## config.mk

```make
export PLATFORM = sky130hd
export DESIGN_NAME = interval_timer_slot_pool
export DESIGN_NICKNAME = d
export VERILOG_FILES = /design/src/hw/rtl/itslp_pkg.sv /design/src/hw/rtl/itslp_ram.sv /design/src/hw/rtl/itslp_ctrl.sv /design/src/hw/rtl/itslp_datapath.sv /design/src/hw/rtl/interval_timer_slot_pool.sv
export VERILOG_INCLUDE_DIRS = /design/src /design/src/hw/rtl
export SDC_FILE = /design/constraint.sdc
export NUM_CORES = 1
export LEC_CHECK = 0
export BUFFER_PORTS_ARGS = -buffer_cell sky130_fd_sc_hd__buf_2
export CAP_MARGIN = 10
export CELL_PAD_IN_SITES_DETAIL_PLACEMENT = 1
export CELL_PAD_IN_SITES_GLOBAL_PLACEMENT = 1
export CORE_UTILIZATION = 54
export CTS_CLUSTER_SIZE = 14
export DETAILED_ROUTE_END_ITERATION = 6
export PLACE_DENSITY = 0.85
export SLEW_MARGIN = 30
export SYNTH_ARGS = -nofsm -noshare
export SYNTH_HDL_FRONTEND = slang
export SYNTH_HIERARCHICAL = 1
export SYNTH_SLANG_ARGS = --single-unit
```

## constraint.sdc

```tcl
create_clock -name clk -period 5.2 [get_ports clk]
set_input_delay 0.26 -clock clk [delete_from_list [all_inputs] [get_ports clk]]
set_output_delay 0.26 -clock clk [all_outputs]
set_load 0.01 [all_outputs]
```

## src/hw/rtl/interval_timer_slot_pool_macros.svh

```systemverilog
// ----------------------------------------------------------------------------
// interval_timer_slot_pool_macros
// Assertion macros for the interval timer slot pool. Each macro samples on
// clk and is disabled while arst_n is low.
// ----------------------------------------------------------------------------
`ifndef INTERVAL_TIMER_SLOT_POOL_MACROS_SVH
`define INTERVAL_TIMER_SLOT_POOL_MACROS_SVH

`ifndef ASSERT_OFF

// Check that a property holds at every clock edge out of reset
`define ITSLP_ASSERT(lbl, prop, msg) \
	lbl: assert property (@(posedge clk) disable iff (!arst_n) (prop)) else $error(msg);

// Check that a condition in one cycle implies another in the next cycle
`define ITSLP_ASSERT_NEXT(lbl, ante, cons, msg) \
	lbl: assert property (@(posedge clk) disable iff (!arst_n) (ante) |=> (cons)) \
		else $error(msg);

`else

`define ITSLP_ASSERT(lbl, prop, msg)
`define ITSLP_ASSERT_NEXT(lbl, ante, cons, msg)

`endif

`endif

```

## src/hw/rtl/itslp_pkg.sv

```systemverilog
`timescale 1ns / 1ps
// ----------------------------------------------------------------------------
// itslp_pkg
// Types, codes and sizes shared by the interval timer slot pool modules.
// ----------------------------------------------------------------------------
package itslp_pkg;

	// Pool size; slot 0 is reserved to mean "none"
	localparam int SLOT_COUNT = 16;
	localparam int SLOT_W     = (SLOT_COUNT > 1) ? $clog2(SLOT_COUNT) : 1;
	localparam int ID_W       = 4;
	localparam int TIME_W     = 32;
	// Width that holds both a request id and any slot index
	localparam int IDX_W      = (SLOT_W > ID_W) ? SLOT_W : ID_W;

	// Request type codes
	localparam logic REQ_START = 1'b0;
	localparam logic REQ_END   = 1'b1;

	// Result status codes
	typedef enum logic [1:0] {
		ST_OK     = 2'd0,
		ST_FULL   = 2'd1,
		ST_BAD_ID = 2'd2
	} status_t;

	// Controller states
	typedef enum logic {
		S_IDLE,
		S_EXEC
	} state_t;

	// Request transaction
	typedef struct packed {
		logic              req_type;
		logic [ID_W-1:0]   slot_id;
		logic [TIME_W-1:0] now_us;
	} req_t;

	// Result transaction
	typedef struct packed {
		status_t           status;
		logic [ID_W-1:0]   granted_slot;
		logic [TIME_W-1:0] elapsed_us;
	} rsp_t;

	// Commands from controller to datapath
	typedef struct packed {
		logic capture;
		logic grant;
		logic release_slot;
		logic reject_full;
		logic reject_id;
	} ctl_cmd_t;

	// Status from datapath to controller
	typedef struct packed {
		logic is_start;
		logic free_found;
		logic id_ok;
	} dp_stat_t;

endpackage

```

## src/hw/rtl/itslp_ram.sv

```systemverilog
`timescale 1ns / 1ps
// ----------------------------------------------------------------------------
// itslp_ram
// Generic simple dual-port RAM: one write port, one read port, registered
// read data.
// ----------------------------------------------------------------------------
module itslp_ram #(
	parameter int WIDTH = 32,
	parameter int DEPTH = 16
) (
	input  logic                                  clk,
	input  logic                                  we,
	input  logic [((DEPTH > 1) ? $clog2(DEPTH) : 1)-1:0] waddr,
	input  logic [WIDTH-1:0]                      wdata,
	input  logic                                  re,
	input  logic [((DEPTH > 1) ? $clog2(DEPTH) : 1)-1:0] raddr,
	output logic [WIDTH-1:0]                      rdata
);

	logic [WIDTH-1:0] mem_q [DEPTH];

	// Write port
	always_ff @(posedge clk) begin
		if (we) begin
			mem_q[waddr] <= wdata;
		end
	end

	// Registered read port
	always_ff @(posedge clk) begin
		if (re) begin
			rdata <= mem_q[raddr];
		end
	end

endmodule

```

## src/hw/rtl/itslp_ctrl.sv

```systemverilog
`timescale 1ns / 1ps
// ----------------------------------------------------------------------------
// itslp_ctrl
// Controller for the slot pool: takes a request, then decides in the execute
// cycle whether it grants, releases or rejects.
// ----------------------------------------------------------------------------
module itslp_ctrl
	import itslp_pkg::*;
(
	input  logic     clk,
	input  logic     arst_n,
	input  logic     start,
	input  dp_stat_t stat,
	output logic     busy,
	output ctl_cmd_t cmd
);

	state_t state_q;
	state_t state_d;

	// State register
	always_ff @(posedge clk or negedge arst_n) begin
		if (!arst_n) begin
			state_q <= S_IDLE;
		end else begin
			state_q <= state_d;
		end
	end

	// Next state and commands
	always_comb begin
		state_d = state_q;
		busy    = 1'b0;
		cmd     = '0;
		unique case (state_q)
			S_IDLE: begin
				if (start) begin
					cmd.capture = 1'b1;
					state_d     = S_EXEC;
				end
			end
			S_EXEC: begin
				busy    = 1'b1;
				state_d = S_IDLE;
				if (stat.is_start) begin
					cmd.grant       = stat.free_found;
					cmd.reject_full = !stat.free_found;
				end else begin
					cmd.release_slot = stat.id_ok;
					cmd.reject_id    = !stat.id_ok;
				end
			end
			default: begin
				state_d = S_IDLE;
			end
		endcase
	end

endmodule

```

## src/hw/rtl/itslp_datapath.sv

```systemverilog
`timescale 1ns / 1ps
// ----------------------------------------------------------------------------
// itslp_datapath
// Busy bits, start-time memory, free-slot search, id check, elapsed-time
// subtraction and the result register.
// ----------------------------------------------------------------------------
module itslp_datapath
	import itslp_pkg::*;
(
	input  logic     clk,
	input  logic     arst_n,
	input  req_t     request,
	input  ctl_cmd_t cmd,
	output dp_stat_t stat,
	output logic     done,
	output rsp_t     result
);

	localparam logic [IDX_W:0] COUNT_EXT = (IDX_W + 1)'(SLOT_COUNT);

	req_t              req_q;
	logic [SLOT_COUNT-1:0] slot_busy_q;
	logic [TIME_W-1:0] t0_rdata;
	logic              free_found;
	logic [SLOT_W-1:0] free_idx;
	logic [IDX_W-1:0]  free_ext;
	logic [IDX_W-1:0]  id_ext;
	logic [IDX_W-1:0]  in_id_ext;
	logic              id_in_range;
	logic              id_ok;
	rsp_t              rsp_q;
	logic              done_q;

	// Hold the request for the execute cycle
	always_ff @(posedge clk) begin
		if (cmd.capture) begin
			req_q <= request;
		end
	end

	// Start times: written on grant, read for the incoming id on accept
	assign in_id_ext = IDX_W'(request.slot_id);

	itslp_ram #(
		.WIDTH(TIME_W),
		.DEPTH(SLOT_COUNT)
	) u_start_ram (
		.clk  (clk),
		.we   (cmd.grant),
		.waddr(free_idx),
		.wdata(req_q.now_us),
		.re   (cmd.capture),
		.raddr(in_id_ext[SLOT_W-1:0]),
		.rdata(t0_rdata)
	);

	// Find the lowest free slot from 1 upward
	always_comb begin
		free_found = 1'b0;
		free_idx   = '0;
		for (int i = SLOT_COUNT - 1; i >= 1; i--) begin
			if (!slot_busy_q[i]) begin
				free_found = 1'b1;
				free_idx   = SLOT_W'(i);
			end
		end
	end

	assign free_ext = IDX_W'(free_idx);

	// Check the end id: nonzero, in range, and in use
	assign id_ext      = IDX_W'(req_q.slot_id);
	assign id_in_range = ({1'b0, id_ext} < COUNT_EXT);
	assign id_ok       = (id_ext != '0) && id_in_range && slot_busy_q[id_ext[SLOT_W-1:0]];

	assign stat.is_start   = (req_q.req_type == REQ_START);
	assign stat.free_found = free_found;
	assign stat.id_ok      = id_ok;

	// Claim and free slots
	always_ff @(posedge clk or negedge arst_n) begin
		if (!arst_n) begin
			slot_busy_q <= '0;
		end else begin
			if (cmd.grant) begin
				slot_busy_q[free_idx] <= 1'b1;
			end
			if (cmd.release_slot) begin
				slot_busy_q[id_ext[SLOT_W-1:0]] <= 1'b0;
			end
		end
	end

	// Load the result; it holds until the next result is loaded
	always_ff @(posedge clk) begin
		if (cmd.grant) begin
			rsp_q.status       <= ST_OK;
			rsp_q.granted_slot <= free_ext[ID_W-1:0];
			rsp_q.elapsed_us   <= '0;
		end else if (cmd.release_slot) begin
			rsp_q.status       <= ST_OK;
			rsp_q.granted_slot <= '0;
			rsp_q.elapsed_us   <= req_q.now_us - t0_rdata;
		end else if (cmd.reject_full) begin
			rsp_q.status       <= ST_FULL;
			rsp_q.granted_slot <= '0;
			rsp_q.elapsed_us   <= '0;
		end else if (cmd.reject_id) begin
			rsp_q.status       <= ST_BAD_ID;
			rsp_q.granted_slot <= '0;
			rsp_q.elapsed_us   <= '0;
		end
	end

	// Strobe the result
	always_ff @(posedge clk or negedge arst_n) begin
		if (!arst_n) begin
			done_q <= 1'b0;
		end else begin
			done_q <= cmd.grant | cmd.release_slot | cmd.reject_full | cmd.reject_id;
		end
	end

	assign done   = done_q;
	assign result = rsp_q;

endmodule

```

## src/hw/rtl/interval_timer_slot_pool.sv

```systemverilog
`timescale 1ns / 1ps
`include "interval_timer_slot_pool_macros.svh"
// ----------------------------------------------------------------------------
// interval_timer_slot_pool
// Pool of stopwatch slots: a start request claims the lowest free slot and
// records the time; an end request returns the elapsed time and frees it.
// ----------------------------------------------------------------------------
// A request is taken when start is high and busy is low. busy is high for the
// one execute cycle that follows, and the result appears on result with done
// high in the cycle after that, for exactly one cycle; it must be taken then,
// since a later result overwrites it. start may be raised again in the cycle
// the result is shown, so a new request is taken once the last has executed.
// The execute cycle serves the start-time memory, read on accept (registered)
// and used on execute. Busy flags clear at reset; no clearing pass runs.
module interval_timer_slot_pool
	import itslp_pkg::*;
(
	input  logic clk,
	input  logic arst_n,
	input  logic start,
	output logic busy,
	input  req_t request,
	output logic done,
	output rsp_t result
);

	ctl_cmd_t cmd;
	dp_stat_t stat;

	itslp_ctrl u_ctrl (
		.clk   (clk),
		.arst_n(arst_n),
		.start (start),
		.stat  (stat),
		.busy  (busy),
		.cmd   (cmd)
	);

	itslp_datapath u_datapath (
		.clk    (clk),
		.arst_n (arst_n),
		.request(request),
		.cmd    (cmd),
		.stat   (stat),
		.done   (done),
		.result (result)
	);

	// Every accepted transaction is executed in the next cycle
	`ITSLP_ASSERT_NEXT(a_accept_exec, start && !busy, busy, "accept not followed by execute")
	// Every execute cycle gives exactly one result in the next cycle
	`ITSLP_ASSERT_NEXT(a_exec_done, busy, done && !busy, "execute not followed by result")
	// A result only follows an execute cycle
	`ITSLP_ASSERT(a_done_src, done |-> $past(busy), "result without execute")
	// A rejected transaction carries no slot and no time
	`ITSLP_ASSERT(a_reject_zero, (done && result.status != ST_OK) |-> (result.granted_slot == '0 && result.elapsed_us == '0), "reject with payload")

endmodule
```

* Word level (Yosys, flattened, before mapping) *
Memories as Yosys holds them, arrays and structs flattened. A register that Yosys moved wholly into a read port is not among the register bits.
Index checks and enable logic that the tools add are counted.
Widths: inputs -> output; s select.

operators by class
  multiply operators = 0
  shift operators = 0
  muxes and demuxes = 53
  order comparisons = 4
  add/subtract/negate cells = 1
  reductions and logical operators = 11
  bitwise operators = 7
  eq/ne operators = 0
  divide/modulo/power cells = 0

operator list
  kind                number
  $mux 37             2
  $mux 36             2
  $mux 4              16
  $mux 16             2
  $sub 32x32->32      1
  $mux 1              27
  $and 16x16->16      1
  $not 16->16         1
  $or 16x16->16       1
  $lt 4x5->1 const B  2
  $demux 1 s4         2
  $ge 4x1->1 const B  2
  $reduce_bool 4->1   2
  $bmux 1 s4          1
  $logic_and 1x1->1   3
  $or 1x1->1          3
  $reduce_bool 3->1   1
  $reduce_or 3->1     1
  $logic_not 1->1     2
  $pmux 1 s2          1
  $reduce_bool 2->1   1
  $reduce_or 2->1     1
  $not 1->1           1

word-level totals
  memory bits (writable) = 512
  output and inout bits = 40
  bits in registers = 93
  ROM bits = 0
  logic and storage cells = 87
  input bits = 40
  memories kept = 1
  bits in latches = 0

memory list
  memory                        words  bits a word  rd ports  clocked after Yosys merged registers in  wr ports  RTL line         source
  u_datapath.u_start_ram.mem_q  16     32           1         1                                        1         itslp_ram.sv:20  logic [WIDTH-1:0] mem_q [DEPTH];

* Longest topological paths before layout *
  depth after elaboration = 23
  gate-level depth with buffers = 11
  depth with buffers taken out = 11

* Hierarchy *
The synthesis kept the hierarchy.

by module, submodules not included
  module          seq. area each (um^2)  instances  cells each  area an instance (um^2)
  itslp_ram       16335.7                1          838         20174.3
  itslp_datapath  2312.2                 1          560         5183.7
  itslp_ctrl      25.0                   1          7           75.1

* Least setup slack after synthesis *
Ideal clock, no wire load.

  path type = flip-flop to flip-flop
  from = register u_datapath.slot_busy_q[3]
  to = memory u_datapath.u_start_ram.mem_q[0][0] (enable)
  clock period less this slack = 4281 ps
  stages on the path, launching flop included = 8
  data arrival time = 3820 ps
  setup time = 461 ps
  slack = 919 ps
  required time = 4739 ps
  buffers on the path = 2
  cell sequence = dfrtp_1 -> and3_1 -> clkbuf_1 -> nand3_1 -> buf_4 -> and3_1 -> or3b_2 -> nor3_1

RTL lines
  item                              RTL line              source
  start: declaration                itslp_datapath.sv:22  logic [SLOT_COUNT-1:0] slot_busy_q;
  start signal: assignment          itslp_datapath.sv:83  slot_busy_q <= '0;
  start signal: indexed assignment  itslp_datapath.sv:86  slot_busy_q[free_idx] <= 1'b1;
  start signal: indexed assignment  itslp_datapath.sv:89  slot_busy_q[id_ext[SLOT_W-1:0]] <= 1'b0;
  end: declaration                  itslp_ram.sv:20

* Worst setup path after layout *
  from = register u_datapath.slot_busy_q[1]
  to = memory u_datapath.u_start_ram.mem_q[13][9] (enable)

on the way
  elaborated cells between the ends (all ways) = 6
  those cells by class = mux (6)

RTL lines
  item                              RTL line              source
  $mux 4                            itslp_datapath.sv:62  if (!slot_busy_q[i]) begin
  named net u_datapath.free_ext[2]  itslp_datapath.sv:26  logic [IDX_W-1:0] free_ext;

The timed path passes the listed nets, and every way through them passes these cells.

==> results.cfg <==
[outcome]
status = finished, final reports clean

[critical_path]
cp_slowest_stage_delay_ps = 800
crit_path_start_kind = flip-flop
rrSetupSlack_ps = 1300
crit_slowest_cell = nor2_4
crit_chain = and3_1 > a21boi_0 > nand3_1 > nor2_4 > buf_4
critPathKind = reg2reg
cp_max_fo = 19
worstPathArrival_ps = 4140
worstSetupEndpointType = flip-flop
required_ps = 5440

[layout]
layout_commonest_cell = edfxtp_1
final_cell_area_sq_mm = 0.0293
final_cell_mix = edfxtp_1 (585), mux4_2 (132), nand2_1 (99)
nets = 1623
syn2layout_area_growth_pct = 15.2
diodes = 0
drive_above_1_share_pct = 23.1

[sta]
rsz0062_at_grt = false
clock.fmax_mhz = 256
fin_tns_setup_ps = 0
tightest_slew_ps = 919
fin_skew_ps = 29.8
finalSetupViolCount = 0
hold_violations = 0
slew_headroom_pct = 38.2
fin_crit_sh_pct = 75.0
drv_slew = 0
period_minus_slack_ps = 3900
setup_slack_ps = 1300

[power_and_ir_drop]
ir_worst_vdd_mv = 0.304
powerDensity_mw_per_mm2 = 407
p_leak_nw = 9.97

[placed_design]
io_buffers = 79
place_hpwl_um = 40000
dpl-instance-area_sq_mm = 0.0268
pre_cts_slack_ps = 1590
gp_congestion = 0.849

[die]
core_area_sq_mm = 0.0465
dieArea_sq_mm = 0.0480
die_h_um = 219
start_util_pct = 54.7
io_pins = 80
die_x_um = 219
rows = 79

[grt]
first_global_vias = 15400
antenna_found_initial = 1
grt_max_degree = 62
grt_usage_pct = 29.1
grt_remaining_overflow = 0
grt_pass1_wl_um = 100000

[routing]
vias_per_cell = 6.54
drt_first_pass_iters = 5
drt_iter0_drc = 1618
dr_total_vias = 14500
final_antenna_net_count = 0
route.detailed.drc = 0
wire_per_inst_um = 30.7
wl_um = 67800

[logic_synthesis]
netlist_instances = 1405
synth_enable_flop_cells = 585
ys_ff_latch = 636
synth-seq-area-share_pct = 73.4
syn_area_per_cell_sq_um = 18.1
ys.flop_type = edfxtp_1
syn-cell-area_sq_mm = 0.0254
syn-num-nets = 1477
synth_cell_types = 69
synth-async-reset-ratio_pct = 2.67
yosysWarnings = 6

[clocking]
insertion_delay_ps = 600
post_cts_buffers = 0
cts_buffers = 66
h-tree-depth = 3
cts_tree = built
root_buffer = clkbuf_16
clock_path_buffers = 3
cts_num_sinks = 636
clkTransAtPathRegs_ps = 60

[min_path]
min_path_type = in2async

[job]
maxCapViolCount = 0
-- flip-flops by register name (all words and copies together), names as in the netlist --
signal,count
u_ctrl/state_q,1
u_datapath/done,1
u_datapath/id_ext,4
u_datapath/req_q,33
u_datapath/result,38
u_datapath/slot_busy_q,15
u_datapath/u_start_ram/mem_q,512
u_datapath/u_start_ram/rdata,32
-- cells by family after synthesis --
logic type,synth area share [%]
muxes,11.7
DFF,73.4
buffers and inverters,2.10
adders and majority gates,1.60
xor gates and xnor gates,0.999
AOI/OAI and AO/OA,6.24
and+or+nand+nor,3.91
-- synth_stat cells, types with 15 or more instances --
| cell type | number | area [sq um] |
|---|---|---|
| dfrtp_1 | 17 | 425 |
| dfxtp_1 | 34 | 681 |
| xnor2_1 | 15 | 131 |
| a21oi_1 | 45 | 225 |
| nor2_1 | 40 | 150 |
| clkbuf_1 | 40 | 150 |
| nor3_1 | 15 | 75.1 |
| inv_1 | 54 | 203 |
| mux4_2 | 132 | 2970 |
| o21ai_0 | 53 | 265 |
| a22oi_1 | 66 | 495 |
| nand2_1 | 99 | 372 |
| ha_1 | 31 | 388 |
| edfxtp_1 | 585 | 17600 |
-- what timing repair did --
item / 4_1_cts / 5_1_grt
hold endpoints to repair: 53 / 0
hold buffers: 37 / 0
endpoints found under the setup margin: 0 / 0
resized for setup: 0 / 0
-- per-layer routing --
metal  wire length, um  global-route usage (%)
met5                13                       0
met4              1710                    9.28
met3              5850                    4.88
met2             33900                    48.3
met1             26400                    39.4
-- metrics by stage --
| step | cells | hold slack (ps) | power (mW) | utilization [%] |
|---|---|---|---|---|
| after floorplan | 1405 | -35.6 | 6.71 | - |
| after global placement | 2048 | 239 | 7.12 | 57.3 |
| after detailed placement | 2053 | 230 | 7.20 | 57.6 |
| after CTS | 2209 | 140 | 12.0 | 63.1 |
| after global routing | 2209 | 196 | 12.2 | 63.1 |
| final | 2209 | 145 | 11.9 | 63.1 |
-- critical path, delay by kind of cell (launching register included) --
kind / cells / cell delay [ps]
simple gates: 3 / 1700
compound gates: 1 / 760
buf+inv: 1 / 500
flops: 1 / 560
-- final timing paths --
path | from | endpoint | cells after the start
worst max-delay path | u_datapath/slot_busy_q[1] | u_datapath/u_start_ram/mem_q[13][9] | 5
worst min-delay path | arst_n | u_datapath/slot_busy_q[1] | 2
worst max register to register | u_datapath/slot_busy_q[1] | u_datapath/u_start_ram/mem_q[13][9] | 5
worst min register to register | u_datapath/result[8] | u_datapath/result[8] | 2
max in group asynchronous | arst_n | u_datapath/slot_busy_q[6] | 2
min in group clk | request[11] | u_datapath/req_q[11] | 2
-- cell type report --
cell class,count,area (sq um)
repair buffers,147,1130
inverters,54,203
clock inverters,39,378
multi-input cells,646,6380
well taps,607,759
flip-flops and latches,636,18700
fillers,3951,17200
clock buffers,80,1780
-- power breakdown --
group          internal [mW]  switching [mW]  total [mW]  leakage, nW
clock network           2.79            1.98        4.77         1.06
registers               5.82           0.163        5.98         5.79
logic                  0.419           0.768        1.19         3.12
total                   9.03            2.91        11.9         9.97
Power figures use the tool's default switching activity.
